### src/rtl/core/tvq_pkg.sv
// Shared constants, types and helpers for the threshold vector quantiser.
package tvq_pkg;

	localparam int VECTOR_LEN   = 5;
	localparam int DICT_ENTRIES = 1024;

	localparam int BYTE_W    = 8;
	localparam int VEC_W     = VECTOR_LEN * BYTE_W;
	localparam int POS_W     = (VECTOR_LEN > 1) ? $clog2(VECTOR_LEN) : 1;
	localparam int ADDR_W    = (DICT_ENTRIES > 1) ? $clog2(DICT_ENTRIES) : 1;
	localparam int CNT_W     = $clog2(DICT_ENTRIES + 1);
	localparam int THR_W     = 9;
	localparam int OUT_IDX_W = 10;
	localparam int IN_DATA_W  = 8;
	localparam int OUT_DATA_W = 24;
	localparam int OUT_USER_W = 2;

	localparam logic [THR_W-1:0] THR_RESET = THR_W'(5);

	// result of one vector search, handed to the output stage
	typedef struct packed {
		logic [VEC_W-1:0]     vec;
		logic [OUT_IDX_W-1:0] idx;
		logic                 hit;
		logic                 full;
	} res_t;

	// dictionary address masked to the output index width
	function automatic logic [OUT_IDX_W-1:0] to_out_idx(input logic [ADDR_W-1:0] a);
		logic [ADDR_W+OUT_IDX_W-1:0] w;
		w = {{OUT_IDX_W{1'b0}}, a};
		return w[OUT_IDX_W-1:0];
	endfunction

endpackage

### src/rtl/core/tvq_gather.sv
// Input byte gatherer: assembles one vector and holds it until released.
module tvq_gather (
	input  logic                     clk,
	input  logic                     arst_n,
	input  logic                     in_valid,
	output logic                     in_ready,
	input  logic [tvq_pkg::BYTE_W-1:0] in_byte,
	input  logic                     release_vec,
	output logic                     vec_full,
	output logic [tvq_pkg::VEC_W-1:0] vec
);
	import tvq_pkg::*;

	localparam logic [POS_W-1:0] LAST_POS = POS_W'(VECTOR_LEN - 1);

	logic [BYTE_W-1:0] buf_q [VECTOR_LEN];
	logic [POS_W-1:0]  pos_q;
	logic              full_q;
	logic              take;

	assign in_ready = !full_q;
	assign take     = in_valid && !full_q;

	always_ff @(posedge clk or negedge arst_n) begin
		if (!arst_n) begin
			pos_q  <= '0;
			full_q <= 1'b0;
		end else begin
			if (take) begin
				if (pos_q == LAST_POS) begin
					pos_q  <= '0;
					full_q <= 1'b1;
				end else begin
					pos_q <= pos_q + 1'b1;
				end
			end else if (release_vec) begin
				full_q <= 1'b0;
			end
		end
	end

	always_ff @(posedge clk) begin
		if (take) begin
			buf_q[pos_q] <= in_byte;
		end
	end

	always_comb begin
		for (int k = 0; k < VECTOR_LEN; k++) begin
			vec[k*BYTE_W +: BYTE_W] = buf_q[k];
		end
	end

	assign vec_full = full_q;
endmodule

### config.mk
export PLATFORM = sky130hd
export DESIGN_NAME = tvq_gather
export DESIGN_NICKNAME = d
export VERILOG_FILES = /design/src/rtl/core/tvq_pkg.sv /design/src/rtl/core/tvq_gather.sv
export SDC_FILE = /design/constraint.sdc
export NUM_CORES = 1
export LEC_CHECK = 0
export BUFFER_PORTS_ARGS = -buffer_cell sky130_fd_sc_hd__clkbuf_2
export CAP_MARGIN = 20
export CORE_MARGIN = 2
export CORE_UTILIZATION = 30
export DETAILED_ROUTE_END_ITERATION = 8
export RECOVER_POWER = 50
export SYNTH_ARGS = -nofsm -noshare
export SYNTH_HDL_FRONTEND = slang
export SYNTH_SLANG_ARGS = --single-unit
export TNS_END_PERCENT = 10
### constraint.sdc
create_clock -name clk -period 5.35 [get_ports clk]
set_input_delay 0.535 -clock clk [delete_from_list [all_inputs] [get_ports clk]]
set_output_delay 0.535 -clock clk [all_outputs]
set_load 0.02 [all_outputs]
==> results.cfg <==
[placement]
dp_hpwl_mm = 2.03
gp_congestion = 0.809
port_buffers = 53

[timing]
finalSetupViolations = 0
slew_violations = 0
rsz0062_at_grt = no
fin_crit_sh = 0.351
fin_setup_tns_ns = 0
max_freq_ghz = 0.533
skew_ns = 0.00429
fin_hold_ws_ns = 0.0644
period_needed_ns = 1.88
maxSlewHeadroom = 0.309
finalHoldViolCount = 0
worstMarginPinSlew_ns = 1.03

[logic_synthesis]
yosys.area_share.xor_xnor = 0
yosys.cell_types.count = 18
synth_top_family_by_area = simple AND/OR/NAND/NOR gates
syn_inst = 66
syn-num-nets = 80
synth.area.mux_share = 0.00770
synth_compound_area_frac = 0.0222
syn_avg_cell_area_um2 = 22.2
synth_seq_cells = 44
syn_area_um2 = 1460
synthSimpleGateAreaFrac = 0.0419
ys_seq_area_frac = 0.890
synth_warnings = 0
synthAdderAreaFrac = 0.0171

[clock_network]
cts_buffers = 5
path_clk_slew_ns = 0.08
post_cts_buffers = 0
cts.hold.buffers_added = 0
cts_tree = yes
cts_root_buf = clkbuf_8
cts_max_path_buffers = 2
htree_levels = 2
clock_latency_ns = 0.29
clock_sinks = 44
post_cts_resized = 0

[critical_path]
worstRegToRegCells = 2
critPathKind = flop to flop
slowest_stage = nor4_2
cp-end-kind = flop
cp.required_ns = 5.26
cp.arrival_ns = 1.78
worstPathMaxFanout = 8
start_kind = flop
crit_path_cell_trace = inv_1 > nor4_2
critical-path-max-stage-delay_ns = 0.89
cp_num_buf_inv = 1
critical_path.top_delay_family = simple AND/OR/NAND/NOR gates
worst-path-stages = 2

[global_routing]
grt_pass1_vias = 826
grt_usage = 0.110
met1_usage = 0.116
met3_usage = 0.0288
antenna_found_initial = 0
grt_use_met2 = 0.190
gr-total-overflow = 0
grt_max_degree = 14
grt_first_pass_wirelength_mm = 4.15
top_usage_layer = met2

[floorplan]
dieWidth_um = 73.8
pin_count = 54
dieArea_um2 = 5450
rows = 25
coreArea_um2 = 4720
fp.dieH_um = 73.8
initial_core_util = 0.310

[pwr]
seqPwrFrac = 0.530
p_clk_frac = 0.268
total_power_mw = 0.892
pwr-share-comb = 0.202
leakagePower_nw = 0.673
p_int_mw = 0.631
swShare = 0.292
switching_power_mw = 0.260
ir_drop_v = 0.000107
power_density_nw_per_um2 = 469

[route]
drt_first_iter_violations = 51
wl_mm = 2.75
drc = 0
viasPerCell = 4.19
wl_per_cell_um = 14.3
vias = 809
drtAntennaViolNets = 0
drtPass1Iterations = 4

[cells_and_area]
syn2layout_area_growth_pct = 30.1
final_common_cell = edfxtp_1
antenna_cells = 0
drive_gt1_frac = 0.341
nets = 139
final_cell_mix = edfxtp_1 (40), clkbuf_1 (27), clkbuf_2 (27)

[run_status]
outcome = complete, no violations

[job]
cap_violations = 0

[hold_path]
min_path_type = input pin to asynchronous set/reset pin
per-stage QoR:
| stage | std cells | setup slack [ns] | area (um2) | util |
|---|---|---|---|---|
| finish | 193 | 3.47 | 1900 | 0.403 |
| global route | 193 | 3.31 | 1900 | 0.403 |
| CTS | 192 | 3.35 | 1930 | 0.408 |
| detailed placement | 184 | 3.22 | 1820 | 0.385 |
| global placement | 184 | 3.30 | 1820 | 0.385 |
| floorplan | 66 | 3.38 | 1460 | - |
power groups by stage:
stage | Sequential [mW] | Clock (mW) | Combinational, mW
after floorplan | 0.517 | 0 | 0.0752
after global placement | 0.480 | 0 | 0.179
after detailed placement | 0.482 | 0 | 0.188
after CTS | 0.475 | 0.246 | 0.188
after global routing | 0.480 | 0.258 | 0.200
final | 0.473 | 0.239 | 0.180
layer usage:
| layer | up-vias | share of wire |
|---|---|---|
| met2 | 40 | 0.52 |
| met3 | 6 | 0.068 |
| met1 | 391 | 0.39 |
| li1 | 372 | - |
| met4 | 0 | 0.024 |
| met5 | - | 0 |
area by class of cell:
class	instances	area, um2
clock inverters	2	35.0
multi-input cells	16	155
inverters	4	15.0
clock buffers	6	72.6
fillers	436	2820
repair buffers	54	240
flip-flops and latches	44	1300
well taps	67	83.8
synthesized netlist by cell type (all sizes together):
cell type / number / share of area
a21oi: 1 / 0.0034
a22o: 1 / 0.0060
buf: 2 / 0.011
dfrtp: 4 / 0.068
edfxtp: 40 / 0.82
ha: 2 / 0.017
inv: 4 / 0.010
mux2: 1 / 0.0077
nand2: 1 / 0.0026
nand2b: 1 / 0.0094
nor2: 1 / 0.0026
nor4: 4 / 0.017
nor4b: 1 / 0.010
o21ai: 1 / 0.0034
o22ai: 1 / 0.0043
o31ai: 1 / 0.0051
registers in the layout, indices dropped and copies added (netlist names):
signal	flops
buf_q	40
pos_q	3
vec_full	1
worst paths after layout:
path	start	endpoint	slack, ns
setup / recovery	pos_q[1]	buf_q[3][7]	3.47
hold / removal	arst_n	pos_q[2]	0.06
setup reg to reg	pos_q[1]	buf_q[3][7]	3.47
hold reg to reg	vec_full	vec_full	0.63
max in group asynchronous	arst_n	vec_full	5.10
min in group clk	release_vec	vec_full	0.44
worst register-to-register path: stages (launching register included):
cell and delay (ns):
dfrtp_1 0.47, inv_1 0.13, nor4_2 0.89
kinds of logic after synthesis:
group,after synthesis
AOI/OAI and AO/OA,5
buffers and inverters,6
and+or+nand+nor,8
adders and majority gates,2
DFF,44
muxes,1
Power figures use the tool's default switching activity.
