File: src/rtl/core/tvq_pkg.sv
// Shared constants, types and helpers for the threshold vector quantiser.
package tvq_pkg;

	localparam int VECTOR_LEN   = 5;
	localparam int DICT_ENTRIES = 1024;

	localparam int BYTE_W    = 8;
	localparam int VEC_W     = VECTOR_LEN * BYTE_W;
	localparam int POS_W     = (VECTOR_LEN > 1) ? $clog2(VECTOR_LEN) : 1;
	localparam int ADDR_W    = (DICT_ENTRIES > 1) ? $clog2(DICT_ENTRIES) : 1;
	localparam int CNT_W     = $clog2(DICT_ENTRIES + 1);
	localparam int THR_W     = 9;
	localparam int OUT_IDX_W = 10;
	localparam int IN_DATA_W  = 8;
	localparam int OUT_DATA_W = 24;
	localparam int OUT_USER_W = 2;

	localparam logic [THR_W-1:0] THR_RESET = THR_W'(5);

	// result of one vector search, handed to the output stage
	typedef struct packed {
		logic [VEC_W-1:0]     vec;
		logic [OUT_IDX_W-1:0] idx;
		logic                 hit;
		logic                 full;
	} res_t;

	// dictionary address masked to the output index width
	function automatic logic [OUT_IDX_W-1:0] to_out_idx(input logic [ADDR_W-1:0] a);
		logic [ADDR_W+OUT_IDX_W-1:0] w;
		w = {{OUT_IDX_W{1'b0}}, a};
		return w[OUT_IDX_W-1:0];
	endfunction

endpackage

File: src/rtl/core/tvq_emit.sv
// Output serialiser: sends one search result as a run of byte words.
module tvq_emit (
	input  logic                          clk,
	input  logic                          arst_n,
	input  logic                          res_valid,
	output logic                          res_ready,
	input  tvq_pkg::res_t                 res,
	output logic                          out_valid,
	input  logic                          out_ready,
	output logic [tvq_pkg::OUT_DATA_W-1:0] out_data,
	output logic [tvq_pkg::OUT_USER_W-1:0] out_user,
	output logic                          out_last
);
	import tvq_pkg::*;

	localparam logic [POS_W-1:0] LAST_POS = POS_W'(VECTOR_LEN - 1);
	localparam int PAD_W = OUT_DATA_W - BYTE_W - OUT_IDX_W;

	res_t             res_q;
	logic             busy_q;
	logic [POS_W-1:0] pos_q;
	logic [BYTE_W-1:0] cur_byte;

	assign res_ready = !busy_q;

	always_ff @(posedge clk or negedge arst_n) begin
		if (!arst_n) begin
			busy_q <= 1'b0;
			pos_q  <= '0;
		end else begin
			if (!busy_q && res_valid) begin
				busy_q <= 1'b1;
				pos_q  <= '0;
			end else if (busy_q && out_ready) begin
				if (pos_q == LAST_POS) begin
					busy_q <= 1'b0;
				end else begin
					pos_q <= pos_q + 1'b1;
				end
			end
		end
	end

	always_ff @(posedge clk) begin
		if (!busy_q && res_valid) begin
			res_q <= res;
		end
	end

	assign cur_byte  = res_q.vec[pos_q*BYTE_W +: BYTE_W];
	assign out_valid = busy_q;
	assign out_data  = {{PAD_W{1'b0}}, res_q.idx, cur_byte};
	assign out_user  = {res_q.full, res_q.hit};
	assign out_last  = (pos_q == LAST_POS);
endmodule

File: config.mk
export PLATFORM = sky130hd
export DESIGN_NAME = tvq_emit
export DESIGN_NICKNAME = d
export VERILOG_FILES = /design/src/rtl/core/tvq_pkg.sv /design/src/rtl/core/tvq_emit.sv
export SDC_FILE = /design/constraint.sdc
export NUM_CORES = 1
export LEC_CHECK = 0
export BUFFER_PORTS_ARGS = -buffer_cell sky130_fd_sc_hd__buf_2
export CELL_PAD_IN_SITES_DETAIL_PLACEMENT = 1
export CELL_PAD_IN_SITES_GLOBAL_PLACEMENT = 1
export CORE_MARGIN = 10
export CORE_UTILIZATION = 39
export CTS_BUF_LIST = sky130_fd_sc_hd__clkbuf_8 sky130_fd_sc_hd__clkbuf_16
export CTS_CLUSTER_SIZE = 8
export DETAILED_ROUTE_END_ITERATION = 16
export PLACE_DENSITY = 0.9
export SYNTH_ARGS = -nofsm -noshare
export SYNTH_HDL_FRONTEND = slang
export SYNTH_SLANG_ARGS = --single-unit
File: constraint.sdc
create_clock -name clk -period 3.7 [get_ports clk]
set_input_delay 0.185 -clock clk [delete_from_list [all_inputs] [get_ports clk]]
set_output_delay 0.185 -clock clk [all_outputs]
set_load 0.03 [all_outputs]
==> out/metrics.yaml <==
reg2regPathDepth: 2
comb_power_share: 0.359
place_congestion: 0.6900
ios: 85
tightestPinTransition_ns: 0.7507
switchingPower_mw: 0.7261
worstPathRequired_ns: 3.51
maxCapViolCount: 0
die-area_sq_mm: 0.009271
viasPerCell: 4.723
switching_share: 0.3754
start_kind: "flop"
cts_resized: 0
vdd_drop_max_uv: 279.9
drive_gt1_frac: 0.4757
io_buffer_count: 78
fin_skew_ns: 0.006533
ant_nets: 0
synth-seq-cells: 56
hold_path_class: "in2reg"
post-place-ws_ns: 1.536
diodes: 0
wire_per_inst_um: 18.15
grt_pass1_vias: 1517
syn_area_per_cell_sq_um: 16.81
rsz0062_at_grt: "no"
fin_nets: 264
postCtsHoldBufs: 1
cts_tree: "built"
hold_slack_ns: 0.05374
arrival_ns: 2.27
reg2reg_to: "res_q[34]"
leakage_nw: 1.102
period_minus_slack_ns: 2.453
syn_inst: 135
drt_iter0_drc: 57
setup_tns_ns: 0
grt_pass1_wl_um: 7617
crit_fanout: 16
hpwl_um: 3897
synth_flop_cell: "edfxtp_1"
cts_buffer_depth: 2
grt_use_total: 0.1087
reg2reg_setup_slack_ns: 1.77
numCtsBuffers: 5
grt_overflow: 0
whs_path_depth: 1
synth_edf_count: 52
total_power_mw: 1.934
r2r-start: "out_valid"
core_sq_mm: 0.005574
crit_type: "reg2out"
slew-limit-headroom: 0.4985
hold_viol_final: 0
setup_viol: 0
async_reset_ff_frac: 0.07143
power.share.clock: 0.165
routed-via-count: 1313
clock_latency_ns: 0.29
whs_endpoint: "res_q[19]"
grt_max_degree: 31
p_int_mw: 1.208
worstHoldStart: "res[19]"
power_frac_seq: 0.476
endpoint_kind: "primary output"
drc: 0
ys_types: 29
seq_area_frac_synth: 0.7321
first_pass_iters: 4
syn2layout_area_growth_pct: 19.96
num_rows: 27
htree_num_levels: 2
setup_ws_ns: 1.247
yosysWarnings: 0
floorplan.initialDensity: 0.4072
clk_pin_slew_ns: 0.10
powerDensity_mw_per_mm2: 710.4
clock.fmax_mhz: 407.7
dieHeight_um: 96.29
finalCritPeriodShare: 0.6630
slew_violations: 0
synth_area_sq_mm: 0.002270
cts_root_buf: "clkbuf_8"
cts.sinks: 56
antenna_found_initial: 0
cts_setup_buffers: 0
status: "finished clean"
routed_wl_um: 5045
die_width_um: 96.29
==> critical path, stage by stage (launching register included) <==
cell	delay, ns
dfrtp_1	0.78
nor3b_2	0.64
a22oi_1	0.18
o21ai_0	0.13
buf_2	0.24
==> worst max-delay path by stage <==
stage	start	to	slack, ns	cells after the start
6_report	pos_q[0]	out_data[6]	1.25	4
5_1_grt	pos_q[0]	out_data[6]	1.08	4
4_1_cts	pos_q[0]	out_data[6]	1.21	4
3_5_place_dp	pos_q[0]	out_data[6]	1.54	4
3_3_place_gp	pos_q[0]	out_data[6]	1.60	4
2_1_floorplan	out_valid	pos_q[1]	0.19	3
==> layout make-up <==
cell class              instances  area, sq um
fillers                       566         2851
clock buffers                   5        68.82
clock inverters                 2        16.27
repair buffers                 80        407.9
flip-flops and latches         56         1662
well taps                      72        90.09
multi-input cells              60        466.7
inverters                       3        11.26
==> per-stage QoR <==
| step | instance area (sq um) | util | instances |
|---|---|---|---|
| after global routing | 2723 | 0.4884 | 278 |
| after CTS | 2723 | 0.4884 | 278 |
| final | 2723 | 0.4884 | 278 |
| after floorplan | 2288 | - | 140 |
| after global placement | 2628 | 0.4714 | 270 |
| after detailed placement | 2628 | 0.4714 | 270 |
==> power groups by stage <==
stage               clock, mW  combinational [mW]  sequential (mW)
finish                  0.318               0.695            0.921
detailed placement          0               0.707            0.939
global route            0.362               0.755            0.939
global placement            0               0.692            0.927
floorplan                   0               0.566            0.889
CTS                     0.336               0.712            0.924
==> cells by family (layout without fill, tap and decap cells) <==
| logic type | after synthesis | in the layout | share of synthesized area |
|---|---|---|---|
| flip-flops | 56 | 56 | 0.7321 |
| buffers and inverters | 24 | 90 | 0.07387 |
| AND/OR/NAND/NOR | 21 | 21 | 0.05072 |
| multiplexers | 16 | 16 | 0.08048 |
| AO/OA/AOI/OAI | 15 | 15 | 0.05017 |
| adder cells (fa/ha/maj) | 2 | 2 | 0.01102 |
| other | 1 | 6 | 0.001652 |
==> synth_stat cells (all sizes together) (2+ instances only) <==
cell type / count / area share
edfxtp: 52 / 0.69
buf: 21 / 0.069
mux2: 9 / 0.050
nor2: 9 / 0.015
mux2i: 7 / 0.031
a221o: 6 / 0.026
dfrtp: 4 / 0.044
inv: 3 / 0.0050
nor3b: 3 / 0.012
a21oi: 2 / 0.0044
a31oi: 2 / 0.0055
ha: 2 / 0.011
nand2: 2 / 0.0033
o21ai: 2 / 0.0044
==> metal layers <==
layer  part of all wire  routed length (um)  GRT usage  up-vias
met5                  0                   0          0        -
met4             0.0046                  23    0.02948        0
met3              0.088                 446    0.03891        2
met2               0.53                2661     0.1917       48
met1               0.38                1914     0.1210      637
li1                   -                   -          -      626
==> layout by cell type, fill, tap and decap left out, drive strengths merged, types with 2 or more instances in the layout <==
cell type | netlist | routed
buf | 21 | 79
edfxtp | 52 | 52
nor2 | 9 | 9
mux2 | 9 | 9
mux2i | 7 | 7
a221o | 6 | 6
conb | 1 | 6
clkbuf | 0 | 5
dfrtp | 4 | 4
inv | 3 | 4
nor3b | 3 | 3
a31oi | 2 | 2
a21oi | 2 | 2
o21ai | 2 | 2
nand2 | 2 | 2
ha | 2 | 2
==> sequential cells by signal, summed over array words and instances, names as in the netlist <==
register and flops:
out_user 2, out_valid 1, pos_q 3, res_q 40
out_data 10
(Power assumes the default switching activity.)
